==> config.mk <==
export PLATFORM = sky130hd
export DESIGN_NAME = mower_mode_supervisor_unit
export DESIGN_NICKNAME = d
export VERILOG_FILES = /design/src/rtl/core/mms_pkg.sv /design/src/rtl/core/mower_mode_supervisor_unit.sv /design/src/rtl/core/mms_cfg_regs.sv /design/src/rtl/core/mms_next_state.sv /design/src/rtl/core/mms_out_buf.sv
export SDC_FILE = /design/constraint.sdc
export NUM_CORES = 1
export LEC_CHECK = 0
export BUFFER_PORTS_ARGS = -buffer_cell sky130_fd_sc_hd__buf_2
export CAP_MARGIN = 20
export CORE_ASPECT_RATIO = 1.75
export CORE_UTILIZATION = 59
export CTS_BUF_LIST = sky130_fd_sc_hd__clkbuf_8
export DETAILED_ROUTE_END_ITERATION = 7
export PLACE_DENSITY_LB_ADDON = 0.2
export SLEW_MARGIN = 20
export SYNTH_ARGS = -nofsm -noshare
export SYNTH_HDL_FRONTEND = slang
export SYNTH_SLANG_ARGS = --single-unit
==> constraint.sdc <==
create_clock -name clk_i -period 6.7 [get_ports clk_i]
set_input_delay 0.67 -clock clk_i [delete_from_list [all_inputs] [get_ports clk_i]]
set_output_delay 0.67 -clock clk_i [all_outputs]
set_load 0.005 [all_outputs]
==> src/rtl/core/mms_pkg.sv <==
// ============================================================================
// Mower mode supervisor package
// Shared mode and event codes, register layout, state and result types, and
// the transition functions used by the next-state logic.
// ============================================================================
package mms_pkg;

  localparam int TIME_WIDTH = 24;
  localparam int CFG_WIDTH  = 24;
  localparam int CFG_IDX_W  = 2;
  localparam int CMP_W      = (TIME_WIDTH > CFG_WIDTH) ? TIME_WIDTH : CFG_WIDTH;

  typedef logic [2:0]            mode_t;
  typedef logic [3:0]            event_t;
  typedef logic [TIME_WIDTH-1:0] time_t;
  typedef logic [CFG_WIDTH-1:0]  cfg_word_t;
  typedef logic [CFG_IDX_W-1:0]  cfg_idx_t;

  // Mode codes.
  localparam mode_t MODE_IDLE   = 3'd0;
  localparam mode_t MODE_MOW    = 3'd1;
  localparam mode_t MODE_MANUAL = 3'd2;
  localparam mode_t MODE_RETURN = 3'd3;
  localparam mode_t MODE_CHARGE = 3'd4;
  localparam mode_t MODE_EMERG  = 3'd5;
  localparam mode_t MODE_BORDER = 3'd6;
  localparam mode_t MODE_OBST   = 3'd7;

  // Event codes.
  localparam event_t EV_START    = 4'd0;
  localparam event_t EV_STOP     = 4'd1;
  localparam event_t EV_MANUAL   = 4'd2;
  localparam event_t EV_RETURN   = 4'd3;
  localparam event_t EV_LOWBAT   = 4'd4;
  localparam event_t EV_CHARGED  = 4'd5;
  localparam event_t EV_OBST     = 4'd6;
  localparam event_t EV_BORDER   = 4'd7;
  localparam event_t EV_ERROR    = 4'd8;
  localparam event_t EV_RESOLVED = 4'd9;
  localparam event_t EV_ESTOP    = 4'd10;
  localparam event_t EV_CLEARED  = 4'd11;
  localparam event_t EV_DOCKED   = 4'd12;

  // Register indexes.
  localparam cfg_idx_t CFG_MOW_LIMIT    = 2'd0;
  localparam cfg_idx_t CFG_OBST_TIMEOUT = 2'd1;
  localparam cfg_idx_t CFG_BORD_TIMEOUT = 2'd2;

  localparam cfg_word_t MOW_LIMIT_RESET    = CFG_WIDTH'(30 * 60 * 1000);
  localparam cfg_word_t OBST_TIMEOUT_RESET = CFG_WIDTH'(10000);
  localparam cfg_word_t BORD_TIMEOUT_RESET = CFG_WIDTH'(5000);

  typedef struct packed {
    cfg_word_t mow_limit;
    cfg_word_t obst_timeout;
    cfg_word_t bord_timeout;
  } cfg_t;

  typedef struct packed {
    mode_t cur;
    mode_t prior;
    time_t elapsed;
    logic  blade;
    logic  wander;
  } sv_state_t;

  // Working copy of the state while one request is evaluated.
  typedef struct packed {
    sv_state_t st;
    logic      changed;
  } step_t;

  typedef struct packed {
    mode_t mode_now;
    logic  mode_changed;
    logic  relay_enable;
    logic  blade_enable;
    logic  nav_random;
  } result_t;

  function automatic logic over(time_t elapsed, cfg_word_t limit);
    return CMP_W'(elapsed) > CMP_W'(limit);
  endfunction

  function automatic step_t go_to(step_t s, mode_t next);
    step_t r;
    r = s;
    if (next != s.st.cur) begin
      r.st.prior   = s.st.cur;
      r.st.cur     = next;
      r.st.elapsed = '0;
      r.changed    = 1'b1;
      case (next)
        MODE_MOW: begin
          r.st.wander = 1'b1;
          r.st.blade  = 1'b1;
        end
        MODE_IDLE, MODE_RETURN, MODE_CHARGE, MODE_EMERG: begin
          r.st.wander = 1'b0;
          r.st.blade  = 1'b0;
        end
        MODE_BORDER, MODE_OBST: begin
          r.st.wander = 1'b0;
        end
        default: begin
          r.st.wander = r.st.wander;
        end
      endcase
    end
    return r;
  endfunction

  function automatic step_t deliver(step_t s, event_t ev, cfg_t cfg);
    step_t r;
    logic  fault;
    fault = (ev == EV_ESTOP) || (ev == EV_ERROR);
    r = s;
    case (s.st.cur)
      MODE_IDLE: begin
        if (ev == EV_START)       r = go_to(s, MODE_MOW);
        else if (ev == EV_MANUAL) r = go_to(s, MODE_MANUAL);
        else if (ev == EV_RETURN) r = go_to(s, MODE_RETURN);
      end
      MODE_MOW: begin
        if (ev == EV_STOP)                          r = go_to(s, MODE_IDLE);
        else if (ev == EV_LOWBAT || ev == EV_RETURN) r = go_to(s, MODE_RETURN);
        else if (ev == EV_OBST)                     r = go_to(s, MODE_OBST);
        else if (ev == EV_BORDER)                   r = go_to(s, MODE_BORDER);
      end
      MODE_MANUAL: begin
        if (ev == EV_RETURN) r = go_to(s, MODE_RETURN);
      end
      MODE_RETURN: begin
        if (ev == EV_DOCKED)      r = go_to(s, MODE_CHARGE);
        else if (ev == EV_MANUAL) r = go_to(s, MODE_MANUAL);
      end
      MODE_CHARGE: begin
        if (ev == EV_CHARGED)     r = go_to(s, MODE_IDLE);
        else if (ev == EV_MANUAL) r = go_to(s, MODE_MANUAL);
      end
      MODE_EMERG: begin
        if (ev == EV_CLEARED)
          r = go_to(s, (s.st.prior != MODE_EMERG) ? s.st.prior : MODE_IDLE);
      end
      MODE_BORDER: begin
        if (!fault && over(s.st.elapsed, cfg.bord_timeout)) r = go_to(s, s.st.prior);
      end
      MODE_OBST: begin
        if (!fault && over(s.st.elapsed, cfg.obst_timeout)) r = go_to(s, s.st.prior);
      end
      default: begin
        r = s;
      end
    endcase
    if (fault) r = go_to(r, MODE_EMERG);
    return r;
  endfunction

endpackage

==> src/rtl/core/mower_mode_supervisor_unit.sv <==
// ============================================================================
// Mower mode supervisor
// Keeps the mower mode, applies event tables and millisecond timeouts, and
// reports the mode and actuator enables for every request.
// ============================================================================
// Each request (an event or a one-millisecond tick) is taken while input ready
// is high, and a new one may follow in every cycle while ready stays high. The
// whole update is one pass of logic from the mode state registers into a
// two-entry result buffer (main and skid slot), so input ready drops only when
// both result slots are full. Configuration writes complete in the cycle they
// are presented; reset needs no clearing pass.
module mower_mode_supervisor_unit import mms_pkg::*; (
  input  logic                 clk_i,
  input  logic                 rst_ni,
  input  logic                 cfg_valid_i,
  output logic                 cfg_ready_o,
  input  logic [CFG_IDX_W-1:0] cfg_index_i,
  input  logic [CFG_WIDTH-1:0] cfg_data_i,
  input  logic                 in_valid_i,
  output logic                 in_ready_o,
  input  logic                 req_type_i,
  input  logic [3:0]           event_code_i,
  input  logic                 nav_busy_i,
  output logic                 out_valid_o,
  input  logic                 out_ready_i,
  output logic [2:0]           mode_now_o,
  output logic                 mode_changed_o,
  output logic                 relay_enable_o,
  output logic                 blade_enable_o,
  output logic                 nav_random_o
);

  cfg_t      cfg;
  sv_state_t state_q, state_d, state_next;
  result_t   result, out_data;
  logic      accept;

  mms_cfg_regs u_cfg (
    .clk_i       (clk_i),
    .rst_ni      (rst_ni),
    .cfg_valid_i (cfg_valid_i),
    .cfg_ready_o (cfg_ready_o),
    .cfg_index_i (cfg_index_i),
    .cfg_data_i  (cfg_data_i),
    .cfg_o       (cfg)
  );

  mms_next_state u_next (
    .state_i      (state_q),
    .cfg_i        (cfg),
    .req_type_i   (req_type_i),
    .event_code_i (event_code_i),
    .nav_busy_i   (nav_busy_i),
    .state_o      (state_next),
    .result_o     (result)
  );

  assign accept  = in_valid_i && in_ready_o;
  assign state_d = accept ? state_next : state_q;

  always_ff @(posedge clk_i or negedge rst_ni) begin
    if (!rst_ni) begin
      state_q <= '0;
    end else begin
      state_q <= state_d;
    end
  end

  mms_out_buf u_out (
    .clk_i   (clk_i),
    .rst_ni  (rst_ni),
    .push_i  (accept),
    .data_i  (result),
    .ready_o (in_ready_o),
    .valid_o (out_valid_o),
    .ready_i (out_ready_i),
    .data_o  (out_data)
  );

  assign mode_now_o     = out_data.mode_now;
  assign mode_changed_o = out_data.mode_changed;
  assign relay_enable_o = out_data.relay_enable;
  assign blade_enable_o = out_data.blade_enable;
  assign nav_random_o   = out_data.nav_random;

  a_change_clears_time: assert property (@(posedge clk_i) disable iff (!rst_ni)
    (accept && result.mode_changed) |=> (state_q.elapsed == '0))
    else $error("mode change did not clear the elapsed time");

  a_tick_counts: assert property (@(posedge clk_i) disable iff (!rst_ni)
    (accept && req_type_i && !result.mode_changed && state_q.elapsed != '1)
    |=> (state_q.elapsed == TIME_WIDTH'($past(state_q.elapsed) + 1'b1)))
    else $error("tick without a mode change did not advance the elapsed time");

  a_safe_modes_idle: assert property (@(posedge clk_i) disable iff (!rst_ni)
    (state_q.cur == MODE_EMERG || state_q.cur == MODE_IDLE)
    |-> (!state_q.blade && !state_q.wander))
    else $error("blade or wander flag set in idle or emergency mode");

endmodule

==> src/rtl/core/mms_cfg_regs.sv <==
// ============================================================================
// Mower mode supervisor configuration registers
// Holds the mowing time limit and the two recovery timeouts.
// ============================================================================
module mms_cfg_regs import mms_pkg::*; (
  input  logic      clk_i,
  input  logic      rst_ni,
  input  logic      cfg_valid_i,
  output logic      cfg_ready_o,
  input  cfg_idx_t  cfg_index_i,
  input  cfg_word_t cfg_data_i,
  output cfg_t      cfg_o
);

  cfg_t cfg_q;
  cfg_t cfg_d;

  assign cfg_ready_o = 1'b1;

  always_comb begin
    cfg_d = cfg_q;
    if (cfg_valid_i) begin
      case (cfg_index_i)
        CFG_MOW_LIMIT:    cfg_d.mow_limit    = cfg_data_i;
        CFG_OBST_TIMEOUT: cfg_d.obst_timeout = cfg_data_i;
        CFG_BORD_TIMEOUT: cfg_d.bord_timeout = cfg_data_i;
        default:          cfg_d = cfg_q;
      endcase
    end
  end

  always_ff @(posedge clk_i or negedge rst_ni) begin
    if (!rst_ni) begin
      cfg_q.mow_limit    <= MOW_LIMIT_RESET;
      cfg_q.obst_timeout <= OBST_TIMEOUT_RESET;
      cfg_q.bord_timeout <= BORD_TIMEOUT_RESET;
    end else begin
      cfg_q <= cfg_d;
    end
  end

  assign cfg_o = cfg_q;

endmodule

==> src/rtl/core/mms_next_state.sv <==
// ============================================================================
// Mower mode supervisor next-state logic
// Evaluates one event or tick request against the current state.
// ============================================================================
module mms_next_state import mms_pkg::*; (
  input  sv_state_t state_i,
  input  cfg_t      cfg_i,
  input  logic      req_type_i,
  input  event_t    event_code_i,
  input  logic      nav_busy_i,
  output sv_state_t state_o,
  output result_t   result_o
);

  step_t s0;
  step_t s1;
  step_t s2;
  step_t s3;

  always_comb begin
    s0.st      = state_i;
    s0.changed = 1'b0;
    s1 = s0;
    s2 = s0;
    s3 = s0;
    if (!req_type_i) begin
      s3 = deliver(s0, event_code_i, cfg_i);
    end else begin
      if (s0.st.elapsed != '1) s1.st.elapsed = TIME_WIDTH'(s0.st.elapsed + 1'b1);
      // Navigation finished its manoeuvre: try the recovery return first.
      if ((s1.st.cur == MODE_BORDER || s1.st.cur == MODE_OBST) && !nav_busy_i)
        s2 = deliver(s1, EV_START, cfg_i);
      else
        s2 = s1;
      s3 = s2;
      case (s2.st.cur)
        MODE_MOW: begin
          if (over(s2.st.elapsed, cfg_i.mow_limit)) s3 = deliver(s2, EV_LOWBAT, cfg_i);
        end
        MODE_OBST: begin
          if (over(s2.st.elapsed, cfg_i.obst_timeout)) s3 = go_to(s2, MODE_MOW);
        end
        MODE_BORDER: begin
          if (over(s2.st.elapsed, cfg_i.bord_timeout)) s3 = go_to(s2, MODE_MOW);
        end
        default: begin
          s3 = s2;
        end
      endcase
    end
  end

  assign state_o = s3.st;

  always_comb begin
    result_o.mode_now     = s3.st.cur;
    result_o.mode_changed = s3.changed;
    result_o.relay_enable = s3.st.cur inside {MODE_MOW, MODE_MANUAL, MODE_RETURN,
                                              MODE_BORDER, MODE_OBST};
    result_o.blade_enable = s3.st.blade;
    result_o.nav_random   = s3.st.wander;
  end

endmodule

==> src/rtl/core/mms_out_buf.sv <==
// ============================================================================
// Mower mode supervisor result buffer
// Two-entry output register with a skid slot so requests are still taken while
// the consumer stalls, until both slots are full.
// ============================================================================
module mms_out_buf import mms_pkg::*; (
  input  logic    clk_i,
  input  logic    rst_ni,
  input  logic    push_i,
  input  result_t data_i,
  output logic    ready_o,
  output logic    valid_o,
  input  logic    ready_i,
  output result_t data_o
);

  logic    main_valid_q, main_valid_d;
  logic    skid_valid_q, skid_valid_d;
  result_t main_q, main_d;
  result_t skid_q, skid_d;
  logic    pop;

  assign pop     = main_valid_q && ready_i;
  assign ready_o = !skid_valid_q;
  assign valid_o = main_valid_q;
  assign data_o  = main_q;

  always_comb begin
    main_valid_d = main_valid_q;
    skid_valid_d = skid_valid_q;
    main_d       = main_q;
    skid_d       = skid_q;
    if (pop) begin
      if (skid_valid_q) begin
        main_d       = skid_q;
        skid_valid_d = 1'b0;
      end else begin
        main_valid_d = push_i;
        if (push_i) main_d = data_i;
      end
    end else if (push_i) begin
      if (!main_valid_q) begin
        main_d       = data_i;
        main_valid_d = 1'b1;
      end else begin
        skid_d       = data_i;
        skid_valid_d = 1'b1;
      end
    end
  end

  always_ff @(posedge clk_i or negedge rst_ni) begin
    if (!rst_ni) begin
      main_valid_q <= 1'b0;
      skid_valid_q <= 1'b0;
    end else begin
      main_valid_q <= main_valid_d;
      skid_valid_q <= skid_valid_d;
    end
  end

  always_ff @(posedge clk_i) begin
    main_q <= main_d;
    skid_q <= skid_d;
  end

  a_skid_needs_main: assert property (@(posedge clk_i) disable iff (!rst_ni)
    skid_valid_q |-> main_valid_q)
    else $error("skid slot holds a result while the main slot is empty");

  a_skid_drains: assert property (@(posedge clk_i) disable iff (!rst_ni)
    (skid_valid_q && pop) |=> (main_valid_q && !skid_valid_q))
    else $error("skid slot did not move into the main slot");

endmodule
==> results.toml <==
[run_status]
run_status = "finished, violations left"
violations = "negative setup slack"

[logic_synthesis]
synth_area_leaders = "dfrtp_1 (20%), ha_1 (20%), mux2_2 (5.4%)"
yosysSeqAreaShare_pct = 28.9
ys_types = 80
post-synth-top-count-cell = "ha_1"
yosys_warnings = 0
yosysTopAreaCellShare_pct = 19.9
avgSynthCellArea_um2 = 8.64
synth_seq_cells = 120
syn-instance-count = 1239
synth_common_cells = "ha_1 (169), nand2_1 (123), inv_1 (111)"
synth_flop_cell = "dfrtp_1"
syn_nets = 1445
yosysTopAreaCell = "dfrtp_1"
synth-edff-count = 14
syn_area_um2 = 10700
async_reset_ff_share_pct = 88.3

[pwr]
ir_worst_vdd_v = 0.000248
p_per_area_nw_per_um2 = 384
power.leakage_nw = 6.59
power.total_mw = 5.23

[grt]
grt_pass1_vias = 10900
overflow = 0
grt_max_degree = 76
grt_pass1_wl_mm = 56.8
track_usage_pct = 39.7
antenna_found_initial = 0

[sta]
tns_ns = -15.67
finalCriticalPeriod_ns = 7.21
skew_ns = 0.0118
post-route-period-util_pct = 108
hold_viol_final = 0
worst_slew_pin_slew_ns = 1.02
fmax_mhz = 139
rsz0062_at_grt = "true"
finalMaxSlewViolations = 0
slew_headroom_pct = 31.8
hold_ws_ns = 0.102
setup_viol = 46
worst_slack_ns = -0.513

[worst_setup_path]
rrSetupSlack_ns = -0.51
crit_arrival_ns = 7.63
cp.required_ns = 7.11
crit_slowest_cell = "a2111oi_4"
r2r_cells = 34
slowest_delay_ns = 0.46
end_kind = "register"
r2r_start = "state_q[21]$_DFFE_PN0P_"
crit_path_start = "state_q[21]$_DFFE_PN0P_"
critPathLaunchType = "register"
crit_path_max_fanout = 8
path_class = "reg2reg"

[clock_network]
clkSlewWorstSetupHoldPaths_ns = 0.08
cts_root_buf = "clkbuf_8"
hold_buffers = 0
clock_sinks = 120
cts_buffers = 17
clock_latency_ns = 0.49
cts.htree.levels = 4
clock_path_buffers = 2
cts_tree = "done"

[route]
ant_nets = 0
via_per_inst = 6.54
vias = 10900
drc_errors = 0
drt-wirelength-per-cell_um = 23.3
wl_mm = 39.0
first_pass_iters = 6
drt_iter0_markers = 863

[layout]
diodes = 0
multiInputGateArea_um2 = 7770
seq_area_um2 = 3100
fin_cells = 1670
drive_above_1_share_pct = 30.7
nets = 1632
area_growth_syn_to_layout_pct = 27.0
fillers = 1259
final_util_pct = 77.2

[worst_hold_path]
hold_class = "in2async"

[job]
drv_cap = 0

[floorplanning]
dieArea_um2 = 18700
die_x_um = 104
die_h_um = 180
initial_utilization_pct = 60.8
num_io_pins = 47
coreArea_um2 = 17600
rows = 64

[place]
gp_congestion = 1.01
dp_hpwl_mm = 28.4
port_buffers = 45
dpl.cell_count = 1610
==> registers in the layout (all words and copies together), names as in the netlist <==
register / count
u_out.skid_valid_q: 1
u_out.valid_o: 1
state_q: 32
u_cfg.cfg_o: 72
u_out.skid_q: 7
u_out.data_o: 7
==> per-layer routing <==
| layer | GRT usage (%) | part of all wire [%] |
|---|---|---|
| met2 | 70.1 | 50 |
| met5 | 0 | 0 |
| met1 | 37.8 | 33 |
| met3 | 8.68 | 5.9 |
| met4 | 36.9 | 11 |
==> per-stage QoR <==
stage | setup slack (ns) | instance area (um^2)
after floorplan | 0.0318 | 10700
after global placement | -0.675 | 12100
after detailed placement | -0.853 | 12100
after CTS | -0.0181 | 12700
after global routing | -0.732 | 13600
final | -0.513 | 13600
==> logic make-up (layout without fill, tap and decap cells) <==
kind of cell | count (synthesis) | after routing | share of synthesized area [%]
compound gates | 317 | 317 | 19.4
xor+xnor | 23 | 23 | 1.88
fa+ha+maj | 169 | 169 | 19.7
buf+inv | 157 | 357 | 5.81
flops | 120 | 120 | 28.9
mux | 57 | 57 | 5.92
other cells | 1 | 1 | 0.0350
simple gates | 395 | 395 | 18.2
==> layout by cell type (no fill, tap or decap), types with 44 or more instances in the layout <==
cell type / n
buf_2: 44
dfrtp_1: 85
inv_1: 109
a21oi_1: 73
buf_4: 144
ha_1: 149
o21ai_0: 58
nand2_1: 121
mux2_2: 50
nor2_1: 69
==> path summary, 6_finish.rpt <==
kind                                                    end
min in group clk_i              u_cfg.cfg_o[54]$_DFFE_PN1P_
worst max-delay path                 state_q[2]$_DFFE_PN0P_
worst min-delay path            u_cfg.cfg_o[55]$_DFFE_PN0P_
worst min register to register  u_cfg.cfg_o[19]$_DFFE_PN0P_
max in group asynchronous            state_q[9]$_DFFE_PN0P_
worst max register to register       state_q[2]$_DFFE_PN0P_
==> worst max-delay path, delay by kind of cell, from the launching register on <==
| family | cells | cell delay, ns |
|---|---|---|
| AND/OR/NAND/NOR | 14 | 2.53 |
| multiplexers | 1 | 0.15 |
| AO/OA/AOI/OAI | 9 | 2.26 |
| adder cells (fa/ha/maj) | 2 | 0.59 |
| XOR/XNOR | 1 | 0.19 |
| buffers and inverters | 7 | 1.02 |
| flip-flops | 1 | 0.39 |
==> what timing repair did <==
action,in CTS,in global routing
setup buffers,6,21
resized for setup,33,158
hold endpoints to repair,0,0
endpoints found under the setup margin,46,46
pin swaps,17,52
cloned,1,2
==> layout make-up <==
type,instances,area share [%]
well taps,231,2.13
inverters,111,3.06
flip-flops and latches,120,22.8
multi-input cells,962,57.1
clock buffers,17,1.72
clock inverters,15,0.966
repair buffers,214,12.2
==> report_power, final <==
part | leakage [nW] | internal, mW | switching [mW]
sequential | 1.41 | 0.963 | 0.155
clock | 0.180 | 0.292 | 0.338
combinational | 5.00 | 1.47 | 2.01
Power figures use the tool's default switching activity.
